===== src/rtl/assert_macros.svh =====
// ----------------------------------------------------------------------------
// Assertion macros shared by the translator RTL.
// Every check is clocked on the rising edge and held off while in reset.
// ----------------------------------------------------------------------------
`ifndef ASSERT_MACROS_SVH
`define ASSERT_MACROS_SVH

// Plain property check.
`define TFCT_ASSERT(lbl, clk, rst_n, prop, msg) \
    lbl: assert property (@(posedge clk) disable iff (!rst_n) prop) \
    else $error(msg);

// Same-cycle implication check.
`define TFCT_ASSERT_IMP(lbl, clk, rst_n, ante, cons, msg) \
    lbl: assert property (@(posedge clk) disable iff (!rst_n) (ante) |-> (cons)) \
    else $error(msg);

`endif


===== src/rtl/tfct_pkg.sv =====
// ----------------------------------------------------------------------------
// tfct_pkg
// Types, microcode layout and the microcode table of the time format
// code translator.
// ----------------------------------------------------------------------------
package tfct_pkg;

    localparam int BUDGET_WIDTH_DEF = 16;
    localparam logic [15:0] BUF_LEN_RESET = 16'd64;

    localparam int UCODE_DEPTH = 34;
    localparam int PC_W = $clog2(UCODE_DEPTH);

    // Entry points into the microcode table.
    localparam logic [PC_W-1:0] UA_LIT  = PC_W'(0);
    localparam logic [PC_W-1:0] UA_STAT = PC_W'(1);
    localparam logic [PC_W-1:0] UA_R12  = PC_W'(2);
    localparam logic [PC_W-1:0] UA_T24  = PC_W'(13);
    localparam logic [PC_W-1:0] UA_R24  = PC_W'(21);
    localparam logic [PC_W-1:0] UA_H24  = PC_W'(26);
    localparam logic [PC_W-1:0] UA_H12  = PC_W'(28);
    localparam logic [PC_W-1:0] UA_AMPM = PC_W'(30);
    localparam logic [PC_W-1:0] UA_SEC  = PC_W'(32);

    typedef enum logic [1:0] {
        SRC_ROM  = 2'd0,
        SRC_LIT  = 2'd1,
        SRC_STAT = 2'd2
    } t_src;

    // One control word: where the character comes from, the character
    // itself for table strings, and the end-of-run flag that returns the
    // sequencer to idle.
    typedef struct packed {
        t_src        src;
        logic [7:0]  ch;
        logic        last;
    } t_uword;

    // Request handed from the decoder to the sequencer.
    typedef struct packed {
        logic            go;
        logic [PC_W-1:0] start;
        logic [7:0]      lit;
        logic            ok;
    } t_launch;

    function automatic t_uword uw(input t_src s, input logic [7:0] c, input logic l);
        t_uword w;
        w.src  = s;
        w.ch   = c;
        w.last = l;
        return w;
    endfunction

    function automatic t_uword ucode(input logic [PC_W-1:0] pc);
        t_uword w;
        case (pc)
            6'd0:    w = uw(SRC_LIT,  8'h00, 1'b1);
            6'd1:    w = uw(SRC_STAT, 8'h00, 1'b1);
            // "hh:mm:ss tt"
            6'd2:    w = uw(SRC_ROM, "h", 1'b0);
            6'd3:    w = uw(SRC_ROM, "h", 1'b0);
            6'd4:    w = uw(SRC_ROM, ":", 1'b0);
            6'd5:    w = uw(SRC_ROM, "m", 1'b0);
            6'd6:    w = uw(SRC_ROM, "m", 1'b0);
            6'd7:    w = uw(SRC_ROM, ":", 1'b0);
            6'd8:    w = uw(SRC_ROM, "s", 1'b0);
            6'd9:    w = uw(SRC_ROM, "s", 1'b0);
            6'd10:   w = uw(SRC_ROM, " ", 1'b0);
            6'd11:   w = uw(SRC_ROM, "t", 1'b0);
            6'd12:   w = uw(SRC_ROM, "t", 1'b1);
            // "HH:mm:ss"
            6'd13:   w = uw(SRC_ROM, "H", 1'b0);
            6'd14:   w = uw(SRC_ROM, "H", 1'b0);
            6'd15:   w = uw(SRC_ROM, ":", 1'b0);
            6'd16:   w = uw(SRC_ROM, "m", 1'b0);
            6'd17:   w = uw(SRC_ROM, "m", 1'b0);
            6'd18:   w = uw(SRC_ROM, ":", 1'b0);
            6'd19:   w = uw(SRC_ROM, "s", 1'b0);
            6'd20:   w = uw(SRC_ROM, "s", 1'b1);
            // "HH:mm"
            6'd21:   w = uw(SRC_ROM, "H", 1'b0);
            6'd22:   w = uw(SRC_ROM, "H", 1'b0);
            6'd23:   w = uw(SRC_ROM, ":", 1'b0);
            6'd24:   w = uw(SRC_ROM, "m", 1'b0);
            6'd25:   w = uw(SRC_ROM, "m", 1'b1);
            // "HH", "hh", "tt", "ss"
            6'd26:   w = uw(SRC_ROM, "H", 1'b0);
            6'd27:   w = uw(SRC_ROM, "H", 1'b1);
            6'd28:   w = uw(SRC_ROM, "h", 1'b0);
            6'd29:   w = uw(SRC_ROM, "h", 1'b1);
            6'd30:   w = uw(SRC_ROM, "t", 1'b0);
            6'd31:   w = uw(SRC_ROM, "t", 1'b1);
            6'd32:   w = uw(SRC_ROM, "s", 1'b0);
            6'd33:   w = uw(SRC_ROM, "s", 1'b1);
            default: w = uw(SRC_STAT, 8'h00, 1'b1);
        endcase
        return w;
    endfunction

endpackage


===== src/rtl/tfct_useq.sv =====
// ----------------------------------------------------------------------------
// tfct_useq
// Microcode sequencer and output register: steps through the control words
// of one run and presents one result per step.
// ----------------------------------------------------------------------------
`include "assert_macros.svh"

module tfct_useq
    import tfct_pkg::*;
(
    input  logic       i_clk,
    input  logic       i_rst_n,
    input  t_launch    i_launch,
    output logic       o_busy,
    output logic       o_out_valid,
    input  logic       i_out_stall,
    output logic [7:0] o_out_char,
    output logic       o_is_status,
    output logic       o_succeeded,
    output logic       o_last_of_run
);

    logic            r_busy;
    logic [PC_W-1:0] r_pc;
    logic [7:0]      r_lit;
    logic            r_ok;
    logic            r_out_valid;
    logic [7:0]      r_out_char;
    logic            r_is_status;
    logic            r_succeeded;
    logic            r_last;

    t_uword          w_word;
    logic            w_adv;
    logic [7:0]      n_char;
    logic            n_status;
    logic            n_ok;

    assign w_word = ucode(r_pc);
    assign w_adv  = !r_out_valid || !i_out_stall;

    always_comb begin
        n_char   = 8'h00;
        n_status = 1'b0;
        n_ok     = 1'b0;
        unique case (w_word.src)
            SRC_ROM: begin
                n_char = w_word.ch;
            end
            SRC_LIT: begin
                n_char = r_lit;
            end
            SRC_STAT: begin
                n_status = 1'b1;
                n_ok     = r_ok;
            end
            default: begin
                n_char = 8'h00;
            end
        endcase
    end

    always_ff @(posedge i_clk) begin
        if (!i_rst_n) begin
            r_busy      <= 1'b0;
            r_out_valid <= 1'b0;
        end else begin
            if (w_adv) begin
                r_out_valid <= r_busy;
            end
            if (i_launch.go) begin
                r_busy <= 1'b1;
                r_pc   <= i_launch.start;
                r_lit  <= i_launch.lit;
                r_ok   <= i_launch.ok;
            end else if (r_busy && w_adv) begin
                r_pc <= r_pc + 1'b1;
                if (w_word.last) begin
                    r_busy <= 1'b0;
                end
            end
        end
        if (r_busy && w_adv) begin
            r_out_char  <= n_char;
            r_is_status <= n_status;
            r_succeeded <= n_ok;
            r_last      <= w_word.last;
        end
    end

    assign o_busy        = r_busy;
    assign o_out_valid   = r_out_valid;
    assign o_out_char    = r_out_char;
    assign o_is_status   = r_is_status;
    assign o_succeeded   = r_succeeded;
    assign o_last_of_run = r_last;

    `TFCT_ASSERT_IMP(a_status_ends_run, i_clk, i_rst_n, r_out_valid && r_is_status, r_last, "status result must close its run")
    `TFCT_ASSERT_IMP(a_pc_in_table, i_clk, i_rst_n, r_busy, r_pc < PC_W'(UCODE_DEPTH), "step counter ran past the microcode table")

endmodule


===== src/rtl/time_format_code_translator.sv =====
// Result path: an accepted request loads the microcode step counter; each result is then
// registered in the output register. The sequencer takes no new request until it has
// stepped through every result of the current one; a request with no result leaves it
// idle. Throughput: the single step counter moves one word per cycle unless output stalls.
// Reset (synchronous, active low): buffer length 64, normal mode, budget 63, sequencer idle,
// output register empty.
// ----------------------------------------------------------------------------
// time_format_code_translator
// Translates strftime-style time pattern bytes into a picture-style pattern,
// one output character per result, with an all-or-nothing output budget.
// ----------------------------------------------------------------------------
`include "assert_macros.svh"

module time_format_code_translator
    import tfct_pkg::*;
#(
    parameter int BUDGET_WIDTH = BUDGET_WIDTH_DEF
) (
    input  logic        i_clk,
    input  logic        i_rst_n,
    // Configuration port.
    input  logic        psel,
    input  logic        penable,
    input  logic        pwrite,
    input  logic [2:0]  paddr,
    input  logic [31:0] pwdata,
    output logic [31:0] prdata,
    output logic        pready,
    // Pattern byte channel.
    input  logic        i_in_valid,
    output logic        o_in_stall,
    input  logic [7:0]  i_char_code,
    // Translated character channel.
    output logic        o_out_valid,
    input  logic        i_out_stall,
    output logic [7:0]  o_out_char,
    output logic        o_is_status,
    output logic        o_succeeded,
    output logic        o_last_of_run
);

    // Pattern bytes with a special meaning.
    localparam logic [7:0] CH_NUL = 8'h00;
    localparam logic [7:0] CH_TAB = 8'h09;
    localparam logic [7:0] CH_LF  = 8'h0A;
    localparam logic [7:0] CH_PCT = "%";
    localparam logic [7:0] CH_BSL = 8'h5C;

    localparam int EXT_W = (BUDGET_WIDTH > 16) ? BUDGET_WIDTH : 16;
    localparam logic [BUDGET_WIDTH-1:0] BUDGET_MAX = '1;

    typedef enum logic [2:0] {
        M_NORMAL  = 3'd0,
        M_ESCAPE  = 3'd1,
        M_CODE    = 3'd2,
        M_STOPPED = 3'd3,
        M_FAILED  = 3'd4
    } t_mode;

    // The budget is one less than the buffer length, zero for an empty
    // buffer, and saturates when the budget register is narrower.
    function automatic logic [BUDGET_WIDTH-1:0] f_reload(input logic [15:0] bl);
        logic [EXT_W-1:0] m;
        m = (bl == 16'd0) ? '0 : EXT_W'(bl - 16'd1);
        if (m > EXT_W'(BUDGET_MAX)) begin
            m = EXT_W'(BUDGET_MAX);
        end
        return BUDGET_WIDTH'(m);
    endfunction

    logic [15:0]             r_buf_len;
    t_mode                   r_mode;
    t_mode                   n_mode;
    logic [BUDGET_WIDTH-1:0] r_budget;
    logic [BUDGET_WIDTH-1:0] n_budget;

    t_launch                 w_launch;
    logic                    w_busy;
    logic                    w_accept;
    logic                    w_cfg_wr;
    logic                    w_reload;
    logic                    w_want;
    logic [3:0]              w_len;
    logic [PC_W-1:0]         w_start;
    logic [7:0]              w_lit;

    // A new request is taken whenever the sequencer is idle, even while the
    // last result of the previous one still sits in the output register.
    assign o_in_stall = w_busy;
    assign w_accept   = i_in_valid && !w_busy;

    // Register zero lives at byte address 0; the upper word is outside the map.
    assign pready   = 1'b1;
    assign w_cfg_wr = psel && penable && pwrite && pready && !paddr[2];
    assign prdata   = paddr[2] ? 32'd0 : {16'd0, r_buf_len};

    // A zero byte ends the pattern and restarts the budget for the next one.
    assign w_reload = w_cfg_wr || (w_accept && (i_char_code == CH_NUL));

    // Decoder: classifies the accepted byte, charges the budget for the whole
    // expansion at once, and hands a start address to the sequencer.
    always_comb begin
        n_mode   = r_mode;
        n_budget = r_budget;
        w_want   = 1'b0;
        w_len    = 4'd1;
        w_start  = UA_LIT;
        w_lit    = i_char_code;
        w_launch = '0;
        if (w_accept) begin
            if (i_char_code == CH_NUL) begin
                w_launch.go    = 1'b1;
                w_launch.start = UA_STAT;
                w_launch.ok    = (r_mode != M_FAILED);
                n_mode         = M_NORMAL;
                n_budget       = f_reload(r_buf_len);
            end else begin
                unique case (r_mode)
                    M_NORMAL: begin
                        if (i_char_code == CH_PCT) begin
                            n_mode = M_CODE;
                        end else if (i_char_code == CH_BSL) begin
                            n_mode = M_ESCAPE;
                        end else begin
                            w_want = 1'b1;
                        end
                    end
                    M_ESCAPE: begin
                        n_mode = M_NORMAL;
                        w_want = 1'b1;
                    end
                    M_CODE: begin
                        n_mode = M_NORMAL;
                        w_want = 1'b1;
                        case (i_char_code) inside
                            "n": w_lit = CH_LF;
                            "t": w_lit = CH_TAB;
                            "%": w_lit = CH_PCT;
                            "H": begin
                                w_start = UA_H24;
                                w_len   = 4'd2;
                            end
                            "I": begin
                                w_start = UA_H12;
                                w_len   = 4'd2;
                            end
                            "p": begin
                                w_start = UA_AMPM;
                                w_len   = 4'd2;
                            end
                            "r": begin
                                w_start = UA_R12;
                                w_len   = 4'd11;
                            end
                            "R": begin
                                w_start = UA_R24;
                                w_len   = 4'd5;
                            end
                            "S": begin
                                w_start = UA_SEC;
                                w_len   = 4'd2;
                            end
                            "T", "X": begin
                                w_start = UA_T24;
                                w_len   = 4'd8;
                            end
                            default: begin
                                // An unknown code ends translation quietly.
                                w_want = 1'b0;
                                n_mode = M_STOPPED;
                            end
                        endcase
                    end
                    M_STOPPED, M_FAILED: begin
                        n_mode = r_mode;
                    end
                    default: begin
                        n_mode = r_mode;
                    end
                endcase
                if (w_want) begin
                    if (r_budget < BUDGET_WIDTH'(w_len)) begin
                        n_mode = M_FAILED;
                    end else begin
                        n_budget       = r_budget - BUDGET_WIDTH'(w_len);
                        w_launch.go    = 1'b1;
                        w_launch.start = w_start;
                        w_launch.lit   = w_lit;
                    end
                end
            end
        end
    end

    always_ff @(posedge i_clk) begin
        if (!i_rst_n) begin
            r_buf_len <= BUF_LEN_RESET;
            r_mode    <= M_NORMAL;
            r_budget  <= f_reload(BUF_LEN_RESET);
        end else if (w_cfg_wr) begin
            r_buf_len <= pwdata[15:0];
            r_mode    <= M_NORMAL;
            r_budget  <= f_reload(pwdata[15:0]);
        end else begin
            r_mode   <= n_mode;
            r_budget <= n_budget;
        end
    end

    tfct_useq u_useq (
        .i_clk         (i_clk),
        .i_rst_n       (i_rst_n),
        .i_launch      (w_launch),
        .o_busy        (w_busy),
        .o_out_valid   (o_out_valid),
        .i_out_stall   (i_out_stall),
        .o_out_char    (o_out_char),
        .o_is_status   (o_is_status),
        .o_succeeded   (o_succeeded),
        .o_last_of_run (o_last_of_run)
    );

    `TFCT_ASSERT(a_budget_only_falls, i_clk, i_rst_n, !w_reload |=> (r_budget <= $past(r_budget)), "budget grew without a restart")
    `TFCT_ASSERT(a_failed_sticks, i_clk, i_rst_n, (r_mode == M_FAILED) && !w_reload |=> (r_mode == M_FAILED), "failed mode left before end of pattern")

endmodule


===== config.mk =====
export PLATFORM = sky130hd
export DESIGN_NAME = time_format_code_translator
export DESIGN_NICKNAME = d
export VERILOG_FILES = /design/src/rtl/tfct_pkg.sv /design/src/rtl/tfct_useq.sv /design/src/rtl/time_format_code_translator.sv
export VERILOG_INCLUDE_DIRS = /design/src /design/src/rtl
export SDC_FILE = /design/constraint.sdc
export NUM_CORES = 1
export LEC_CHECK = 0
export ABC_CLOCK_PERIOD_IN_PS = 10100
export BUFFER_PORTS_ARGS = -buffer_cell sky130_fd_sc_hd__buf_2
export CAP_MARGIN = 20
export CORE_MARGIN = 1.5
export CORE_UTILIZATION = 62
export CTS_BUF_LIST = sky130_fd_sc_hd__clkbuf_16
export CTS_CLUSTER_DIAMETER = 200
export CTS_CLUSTER_SIZE = 8
export DETAILED_ROUTE_END_ITERATION = 16
export PLACE_DENSITY = 0.95
export SLEW_MARGIN = 40
export SYNTH_ARGS = -nofsm -noshare
export SYNTH_HDL_FRONTEND = slang
export SYNTH_SLANG_ARGS = --single-unit

===== constraint.sdc =====
create_clock -name i_clk -period 10.1 [get_ports i_clk]
set_input_delay 2.525 -clock i_clk [delete_from_list [all_inputs] [get_ports i_clk]]
set_output_delay 2.525 -clock i_clk [all_outputs]
set_load 0.03 [all_outputs]

# --- After elaboration in Yosys (flattened, before gate mapping) ---
# Memories as Yosys holds them, arrays and structs flattened. A register that Yosys moved wholly into a read port is not among the register bits.
# Index checks and enable logic that the tools add are counted.
# Widths: inputs -> output; s select.
totals:
  mem_bits_rw: 0
  n_memories: 1
  mem_bits_ro: 640
  regBits: 63
  output_inout_bits: 46
  latch_bits: 0
classes:
  div: 0
  magnitude_cmp: 3
  bitwise_logic: 3
  n_mux: 83
  n_shift: 0
  reduce_logical: 27
  addsub: 4
  n_mul: 0
  eq_ne: 18
memory_table:
  columns: ["memory", "words", "word_bits", "rd", "rd_clocked_by_memory_dff", "write_ports", "line", "rtl"]
  rows:
  - ["(no name shown)", 64, 10, 1, 1, 0, "tfct_pkg.sv:58", "case (pc)"]
op_table:
  columns: ["operator", "count"]
  rows:
  - ["$mux 16", 11]
  - ["$eq 8x7->1 const B", 11]
  - ["$mux 6", 13]
  - ["$mux 4", 14]
  - ["$mux 8", 5]
  - ["$gt 16x16->1 const B", 2]
  - ["$logic_not 16->1", 2]
  - ["$sub 16x1->16 const B", 2]
  - ["$mux 15", 2]
  - ["$mux 2", 10]
  - ["$mux 1", 19]
  - ["$lt 16x4->1", 1]
  - ["$pmux 8 s2", 1]
  - ["$sub 16x4->16", 1]
  - ["$mux 3", 5]
  - ["$pmux 3 s3", 1]
  - ["$eq 8x6->1 const B", 1]
  - ["$logic_not 8->1", 1]
  - ["$reduce_and 2->1", 4]
  - ["$mux 7", 1]
  - ["$add 6x1->6 const B", 1]
  - ["$ne 3x3->1 const B", 2]
  - ["$reduce_bool 2->1", 3]
  - ["$logic_and 1x1->1", 5]
  - ["14 further kinds", 20]

# --- Longest topological paths before layout ---
# Gate-level depths: netlist (run 1).
logic_depth:
  ltp_word: 23
  ltp_mapped: 21
  ltp_nobuf: 18

# --- By module ---
# From an unflattened synthesis (run 1), not the netlist that was laid out.
hier_totals:
  cells_unflattened: 664
  hier_area_um2: 5481.5
modules_own_cells:
  columns: ["mod", "area_each_um2", "seq_area_each_um2", "instances", "cells_per_inst"]
  rows:
  - ["time_format_code_translator", 3363.2, 700.7, 1, 465]
  - ["tfct_useq", 2118.3, 1021.0, 1, 199]

# --- Worst setup path before layout (run 1) ---
# Ideal clock, no wire load.
synth_path:
  path_kind: "input port to flip-flop"
  start: "in i_char_code[0]"
  end: "reg, netlist name u_useq.w_word[3]"
  stages: 18
  t_required_ns: 9.977
  arrival_ns: 6.763
  setup_slack_ns: 3.214
  cell_sequence: "clkbuf_1 > and4b_1 > o21ai_0 > and3_1 > o21ai_0 > ha_1 > fa_1 > o211ai_1 > o41ai_2 > a22oi_1 > and3_1 > buf_2 > o21a_1 > inv_1 > ha_1 > mux2_2 > a221oi_1 > nor3_1"
synth_between:
  elab_chain_len: 23
  word_cells_on_any_way: 62
synth_lines:
  columns: ["element", "line", "rtl"]
  rows:
  - ["start: declaration", "time_format_code_translator.sv:32", "input logic [7:0] i_char_code,"]
  - ["$eq 8x7->1 (no line)", null, null]
  - ["$reduce_or 2->1", "time_format_code_translator.sv:135", "case (i_char_code) inside"]
  - ["$mux 4 (10 in series)", "time_format_code_translator.sv:135", null]
  - ["$mux 4", "time_format_code_translator.sv:118", "unique case (r_mode)"]
  - ["$mux 4", "time_format_code_translator.sv:111", "if (i_char_code == CH_NUL) begin"]
  - ["$mux 4", "time_format_code_translator.sv:110", "if (w_accept) begin"]
  - ["$lt 16x4->1", "time_format_code_translator.sv:182", "if (r_budget < BUDGET_WIDTH'(w_len)) begin"]
  - ["$mux 15", "time_format_code_translator.sv:182", null]
  - ["$mux 15", "time_format_code_translator.sv:181", "if (w_want) begin"]
  - ["$mux 7 (*)", "time_format_code_translator.sv:111", null]
  - ["$mux 16 (*)", "time_format_code_translator.sv:110", null]
  - ["$reduce_bool 2->1 (no line)", null, null]
  - ["$reduce_and 2->1 (no line)", null, null]
  - ["$mux 6 (no line) (*)", null, null]
# Mark *: on every way between the ends. The rest lies on a longest branch, timed or not. The select of a mux whose other input is x is not followed.
# A chain may end at the register's enable or synchronous reset.

# --- Worst setup path in the final report (run 1) ---
layout_path:
  start: "in i_char_code[5]"
  end: "reg, netlist name u_useq.w_word[3]"
layout_between:
  elab_chain_len: 23
  word_cells_on_any_way: 62
layout_lines:
  columns: ["element", "line"]
  rows:
  - ["$eq 8x7->1 (no line)", null]
  - ["$reduce_or 2->1", "time_format_code_translator.sv:135"]
  - ["$mux 4 (10 in series)", "time_format_code_translator.sv:135"]
  - ["$mux 4", "time_format_code_translator.sv:118"]
  - ["$mux 4", "time_format_code_translator.sv:111"]
  - ["$mux 4", "time_format_code_translator.sv:110"]
  - ["$lt 16x4->1", "time_format_code_translator.sv:182"]
  - ["$mux 15", "time_format_code_translator.sv:182"]
  - ["$mux 15", "time_format_code_translator.sv:181"]
  - ["$mux 7 (*)", "time_format_code_translator.sv:111"]
  - ["$mux 16 (*)", "time_format_code_translator.sv:110"]
  - ["$reduce_bool 2->1 (no line)", null]
  - ["$reduce_and 2->1 (no line)", null]
  - ["$mux 6 (no line) (*)", null]
# Marked as above.

==> results of run 1 <==
## registers in the layout (all words and copies together), names as in the netlist
signal,flops
u_useq.o_succeeded,1
u_useq.o_is_status,1
r_budget,16
u_useq.o_out_char,8
r_buf_len,16
u_useq.o_busy,1
r_mode,3
u_useq.r_ok,1
u_useq.r_lit,8
u_useq.w_word,10
u_useq.r_pc,6
u_useq.o_out_valid,1
u_useq.o_last_of_run,1
## critical path: cells and delay by family
| kind | cells | cell delay, ns |
|---|---|---|
| AOI/OAI and AO/OA | 6 | 2.28 |
| and+or+nand+nor | 5 | 1.73 |
| adders and majority gates | 2 | 0.83 |
| buffers and inverters | 3 | 0.46 |
| muxes | 1 | 0.28 |
## cell type report
cell class | instances | area, sq um
flip-flops and latches | 73 | 1720
fillers | 642 | 2410
well taps | 105 | 131
multi-input cells | 528 | 3390
clock inverters | 6 | 25.0
inverters | 15 | 56.3
clock buffers | 10 | 250
repair buffers | 62 | 315
## how the worst min path moves through the flow
stage	cells after the start	endpoint	slack (ns)
after global routing	0	u_useq.o_last_of_run	0.46
after floorplan	0	u_useq.o_last_of_run	0.41
after detailed placement	0	u_useq.o_last_of_run	0.43
after CTS	0	u_useq.o_last_of_run	0.45
final	0	u_useq.o_last_of_run	0.45
after global placement	0	u_useq.o_last_of_run	0.43
## kinds of logic (layout without fill, tap and decap cells)
| group | count (synthesis) | after routing | share of synthesized area |
|---|---|---|---|
| compound gates | 157 | 157 | 0.215 |
| xor+xnor | 40 | 40 | 0.0650 |
| fa+ha+maj | 18 | 18 | 0.0432 |
| buf+inv | 67 | 93 | 0.0629 |
| flops | 73 | 73 | 0.319 |
| mux | 10 | 10 | 0.0188 |
| other cells | 2 | 17 | 0.00139 |
| simple gates | 286 | 286 | 0.274 |
## routing by layer
layer | part of all wire | track usage
met2 | 0.49 | 0.539
met1 | 0.41 | 0.363
met5 | 0 | 0
met3 | 0.073 | 0.0656
met4 | 0.031 | 0.129
## power groups by stage
stage / combinational, mW / sequential [mW] / clock, mW
floorplan: 0.203 / 0.380 / 0
global placement: 0.250 / 0.377 / 0
detailed placement: 0.259 / 0.380 / 0
CTS: 0.262 / 0.374 / 0.297
global route: 0.290 / 0.380 / 0.313
finish: 0.266 / 0.375 / 0.298
## metrics by stage
| stage | utilization | worst slack, ns | power [mW] | cell area (sq um) | hold slack [ns] |
|---|---|---|---|---|---|
| after floorplan | - | 3.21 | 0.582 | 5450 | 0.408 |
| after global placement | 0.676 | 2.10 | 0.627 | 5610 | 0.426 |
| after detailed placement | 0.676 | 1.98 | 0.639 | 5610 | 0.429 |
| after CTS | 0.709 | 2.30 | 0.933 | 5890 | 0.453 |
| after global routing | 0.709 | 1.75 | 0.983 | 5890 | 0.457 |
| final | 0.709 | 2.18 | 0.938 | 5890 | 0.448 |
## synthesized netlist by cell type (7+ instances only)
master / instances
inv_1: 14
nor3b_1: 10
or4_1: 9
xor2_1: 21
buf_2: 7
nor4_1: 8
ha_1: 17
xnor2_1: 19
a21boi_0: 16
and2_1: 9
a221oi_1: 7
nor3_1: 16
clkbuf_1: 25
a21oi_1: 21
nand2b_1: 7
edfxtp_1: 26
mux2i_1: 9
o31ai_1: 7
dfxtp_1: 47
o22ai_1: 15
nor2_1: 65
nor2b_1: 22
and3_1: 7
nand3_1: 21
buf_4: 19
nand2_1: 81
o21ai_0: 31
==> run summary, run 1 <==
Worst-Skew Late Latency - 0.34 ns
MaxCap Viol Count - 0
Crit path to - u_useq.w_word[3]
Final Setup Violations - 0
YS warnings - 0
Fin. max-slew vios - 0
All-Layer GR Usage - 0.308
R2R setup slack - 4.30 ns
R2r startpoint - r_mode[0]
Worst-Margin Slew - 0.776 ns
Clock transition at the registers of the reported paths - 0.06 ns
Sequential area share after synthesis - 0.319
Post-synth EDFFs - 26
Mean Syn Cell Area - 8.25 sq um
Clock group share of total power - 0.318
Global-route wire length before repair - 22.3 mm
CTS tree - done
CP Launch Type - input port
Worst EP arrival - 8.11 ns
Initial antenna violation count - 0
Most used DFF post-synth - dfxtp_1
Max transition margin - 0.482
Number of global-route vias before repair - 4713
# rows - 33
Fin crit period - 7.92 ns
# hold bufs at CTS - 0
Most frequent cells in the layout - nand2_1, nor2_1, buf_2
Final Routed Wirelength - 13.7 mm
Max clock buf depth - 2
Clock Root Buffer - clkbuf_16
Routed via count - 5071
Initial Util - 0.649
I/O Pins - 96
Sequential Power Share - 0.399
RSZ-0062 raised after global routing - false
Fmax - 126 MHz
Largest net degree at the start of global routing - 44
Gate power share - 0.283
Dpl cells - 783
Worst hold path type - flip-flop to flip-flop
H-tree levels - 3
P_leak - 2.38 nW
Top cell type's share of synthesized area - 0.175
Fin nets - 757
Clk_skew - 0.00731 ns
Die ar. - 9260 sq um
DRT antenna net count - 0
Die height - 96.2 microns
Kind of critical path - input port to flip-flop
CTS buffer count - 9
Cell accounting for the most synthesized area - dfxtp_1
Yosys cell types - 82
PwrDens - 159 nW/um^2
Postcts setup bufs - 0
Crit share post-route - 0.784
#FFs+latches synth - 73
CP Max Fanout - 14
Vias/cell - 6.35
Die outline width - 96.2 microns
Final hold violations - 0
Grt total ovfl - 0
First-pass DRT Iterations - 6
Hold path startpoint - u_useq.w_word[0]
DP Wirelength - 9.62 mm
Status - finished, final reports clean
Internal power - 621 uW
Synth Instances - 653
CP cell instances - buf_2, nor4bb_1, o21ai_0, and3_1, nand2_1, inv_1, fa_1, o211ai_1, o41ai_2, a22oi_1, and3_1, o21a_1, inv_1, ha_1, mux2_2, a221oi_1, nor3_1
Post-route insts no fill - 799
Share of synthesized registers carrying an async set or reset - 0
Core area - 8300 sq um
DR WL/cell - 17.1 microns
Area Overhead vs Synth - 9.22%
Worst VDD drop - 0.0772 mV
Net Switching - 317 uW
Post-CTS Resized - 0
CP max stage cell - and3_1
Crit. Startpoint - i_char_code[5]
Initial DRC count - 321
Total negative slack - 0 ns
Sw Ratio - 0.338
Antenna Cells - 0
Clock Sinks - 73
WP data required - 10.29 ns
CP endpoint kind - flip-flop
I/O Buffers - 60
Share of layout cells above drive strength 1 - 0.140
Most common library cell in the layout ignoring fill and taps - nand2_1
Final GP Congestion - 0.994
RR Endpoint - u_useq.w_word[3]
Top cells by area, synth - dfxtp_1, edfxtp_1, nand2_1
Post-Synthesis Cell Area - 5390 sq um
DRC - 0
Worst R2R Path Depth - 16
Max incr delay on CP - 0.67 ns
No activity file was read; power rests on OpenSTA's default activity.
==> run 2: changes to the inputs <==
ABC_CLOCK_PERIOD_IN_PS = 7500   (was 10100)
CORE_UTILIZATION = 57   (was 62)
PLACE_DENSITY = 0.89   (was 0.95)
clock period = 7.5 ns   (was 10.1 ns; I/O delays follow)
==> run 2 against run 1 <==
Effect of this change: first-iteration DRC count grew 23%; core utilization shrank 6.2 points; cell count grew 1.5%; count of clock-buffer cells in the layout shrank 1; clock skew grew 0.0023 ns; sequential share of layout area shrank 0.33 points; worst setup slack lost 1.4 ns; power grew 37%; routed wire length shrank 2.3%; critical path depth shrank 1; hold slack gained 0.0033 ns.
==> run summary, run 2 (synthesis gave the netlist of run 1 again) <==
H-tree levels - 3 (unchanged)
Die height - 100 microns (+4.2%)
Postcts setup bufs - 0 (unchanged)
Worst hold path type - flip-flop to flip-flop
Core area - 9200 sq um (+11%)
Final Core Density - 0.647 (-0.0618)
Routed via count - 5004 (-1.3%)
Initial DRC count - 394 (+23%)
Dpl cells - 794 (+1.4%)
Antenna Cells - 0 (unchanged)
CP Launch Type - input port
R2R setup slack - 2.35 ns (-1.95 ns)
Hold path cells - 0 (unchanged)
Final Setup Violations - 0 (unchanged)
CTS buffer count - 9 (unchanged)
Die outline width - 100 microns (+4.2%)
Post-CTS Resized - 0 (unchanged)
RSZ-0062 raised after global routing - false
Clock Root Buffer - clkbuf_16
Status - finished, final reports clean
Hold EP - u_useq.o_last_of_run
Clock transition at the registers of the reported paths - 0.06 ns (about the same)
Kind of critical path - input port to flip-flop
Fmax - 149 MHz
Worst-Margin Slew - 0.800 ns (+0.0242 ns)
Final Routed Wirelength - 13.3 mm (-2.3%)
Worst-Skew Late Latency - 0.34 ns (about the same)
Grt total ovfl - 0 (unchanged)
CTS tree - done
Fin nets - 763 (+0.79%)
Worst VDD drop - 0.108 mV (+40%)
Hold WS - 0.452 ns (+0.00333 ns)
First-pass DRT Iterations - 7 (+1)
Most common library cell in the layout ignoring fill and taps - nand2_1
Met2 usage - 0.476 (-0.0631)
Vias/cell - 6.17 (-2.8%)
Area post-placement - 5660 sq um (+0.80%)
Largest net degree at the start of global routing - 44 (unchanged)
Fin. max-slew vios - 0 (unchanged)
Worst EP arrival - 6.87 ns (-1.24 ns)
All-Layer GR Usage - 0.275 (-0.0335)
Number of global-route vias before repair - 4626 (-1.8%)
Crit share post-route - 0.892
Routing usage on met3 - 0.0467 (-0.0189)
Worst R2R Path Depth - 15 (-1)
DP Worst Slack - 0.625 ns (-1.36 ns)
Area Overhead vs Synth - 10.5%
Worst setup margin - 0.811 ns (-1.37 ns)
Initial antenna violation count - 0 (unchanged)
Clock Sinks - 73 (unchanged)
CP Max Fanout - 14 (unchanged)
CP endpoint kind - flip-flop
Hold path startpoint - u_useq.w_word[0]
# rows - 35 (+6.1%)
Die ar. - 10000 sq um (+8.5%)
Share of layout cells above drive strength 1 - 0.149 (+0.00880)
Final instance area - 5950 sq um (+1.1%)
I/O Buffers - 60 (unchanged)
P_leak - 2.40 nW (+0.89%)
PwrDens - 216 nW/um^2 (+36%)
Clk_skew - 0.00962 ns (+0.00232 ns)
Most frequent cells in the layout - nand2_1, nor2_1, buf_2
DRT antenna net count - 0 (unchanged)
Most used routing layer - met2
Max transition margin - 0.466 (-0.0161)
Global-route wire length before repair - 22.2 mm (-0.37%)
MaxCap Viol Count - 0 (unchanged)
Final hold violations - 0 (unchanged)
DP Wirelength - 9.53 mm (-0.92%)
DRC - 0 (unchanged)
Initial Util - 0.586 (-0.0634)
RR Endpoint - u_useq.w_word[3]
Overall power - 1.29 mW (+37%)
Post-route insts no fill - 811 (+1.5%)
Final GP Congestion - 0.971 (-2.3%)
Max clock buf depth - 2 (unchanged)
GR Layer Usage met1 - 0.342 (-0.0210)
Total negative slack - 0 ns (unchanged)
R2r startpoint - r_mode[0]
DR WL/cell - 16.5 microns (-3.8%)
WP data required - 7.68 ns (-2.61 ns)
I/O Pins - 96 (unchanged)
# hold bufs at CTS - 0 (unchanged)
Fin crit period - 6.69 ns
[run 2: cell types whose count changed in the layout (fill, tap and decap cells not counted)]
cell / change
and2_1: +1
and2_2: -1
buf_4: +5
buf_6: +1
bufinv_16: +1
clkbuf_16: -1
clkinvlp_4: +2
inv_1: -2
[run 2: how the worst max path moves through the flow]
stage                              start               end  slack, ns  cells past startpoint
final                     i_char_code[0]  u_useq.w_word[3]       0.81                     16
after global routing      i_char_code[0]  u_useq.w_word[3]       0.50                     16
after CTS                 i_char_code[0]  u_useq.w_word[3]       0.88                     16
after detailed placement  i_char_code[1]  u_useq.w_word[3]       0.62                     16
after global placement    i_char_code[0]  u_useq.w_word[3]       0.70                     16
after floorplan           i_char_code[0]  u_useq.w_word[3]       1.26                     18
[run 2: cell type report]
class                   instances  area, sq um
repair buffers                 68          364
fillers                       769         3240
well taps                     111          139
clock buffers                   9          225
multi-input cells             528         3390
flip-flops and latches         73         1720
clock inverters                 7         62.6
inverters                      15         56.3
[run 2: worst max-delay path: stages]
cell      delay, ns
buf_2          0.21
and4b_1        0.24
o21ai_0        0.45
and3_1         0.32
o21ai_0        0.15
ha_1           0.23
fa_1           0.43
o211ai_1       0.32
o41ai_2        0.18
a22oi_1        0.30
and3_1         0.65
o21ai_0        0.38
ha_1           0.46
mux2_2         0.30
a221oi_1       0.30
nor3_1         0.08
[run 2: per-layer routing]
layer,part of all wire,vias to the layer above
li1,-,2427
met1,0.43,2321
met2,0.49,228
met3,0.058,28
met4,0.022,0
met5,0,-
[run 2: power breakdown]
part	total, mW	switching (mW)	internal (mW)
clock	0.425	0.171	0.254
sequential	0.502	0.0370	0.465
combinational	0.359	0.221	0.138
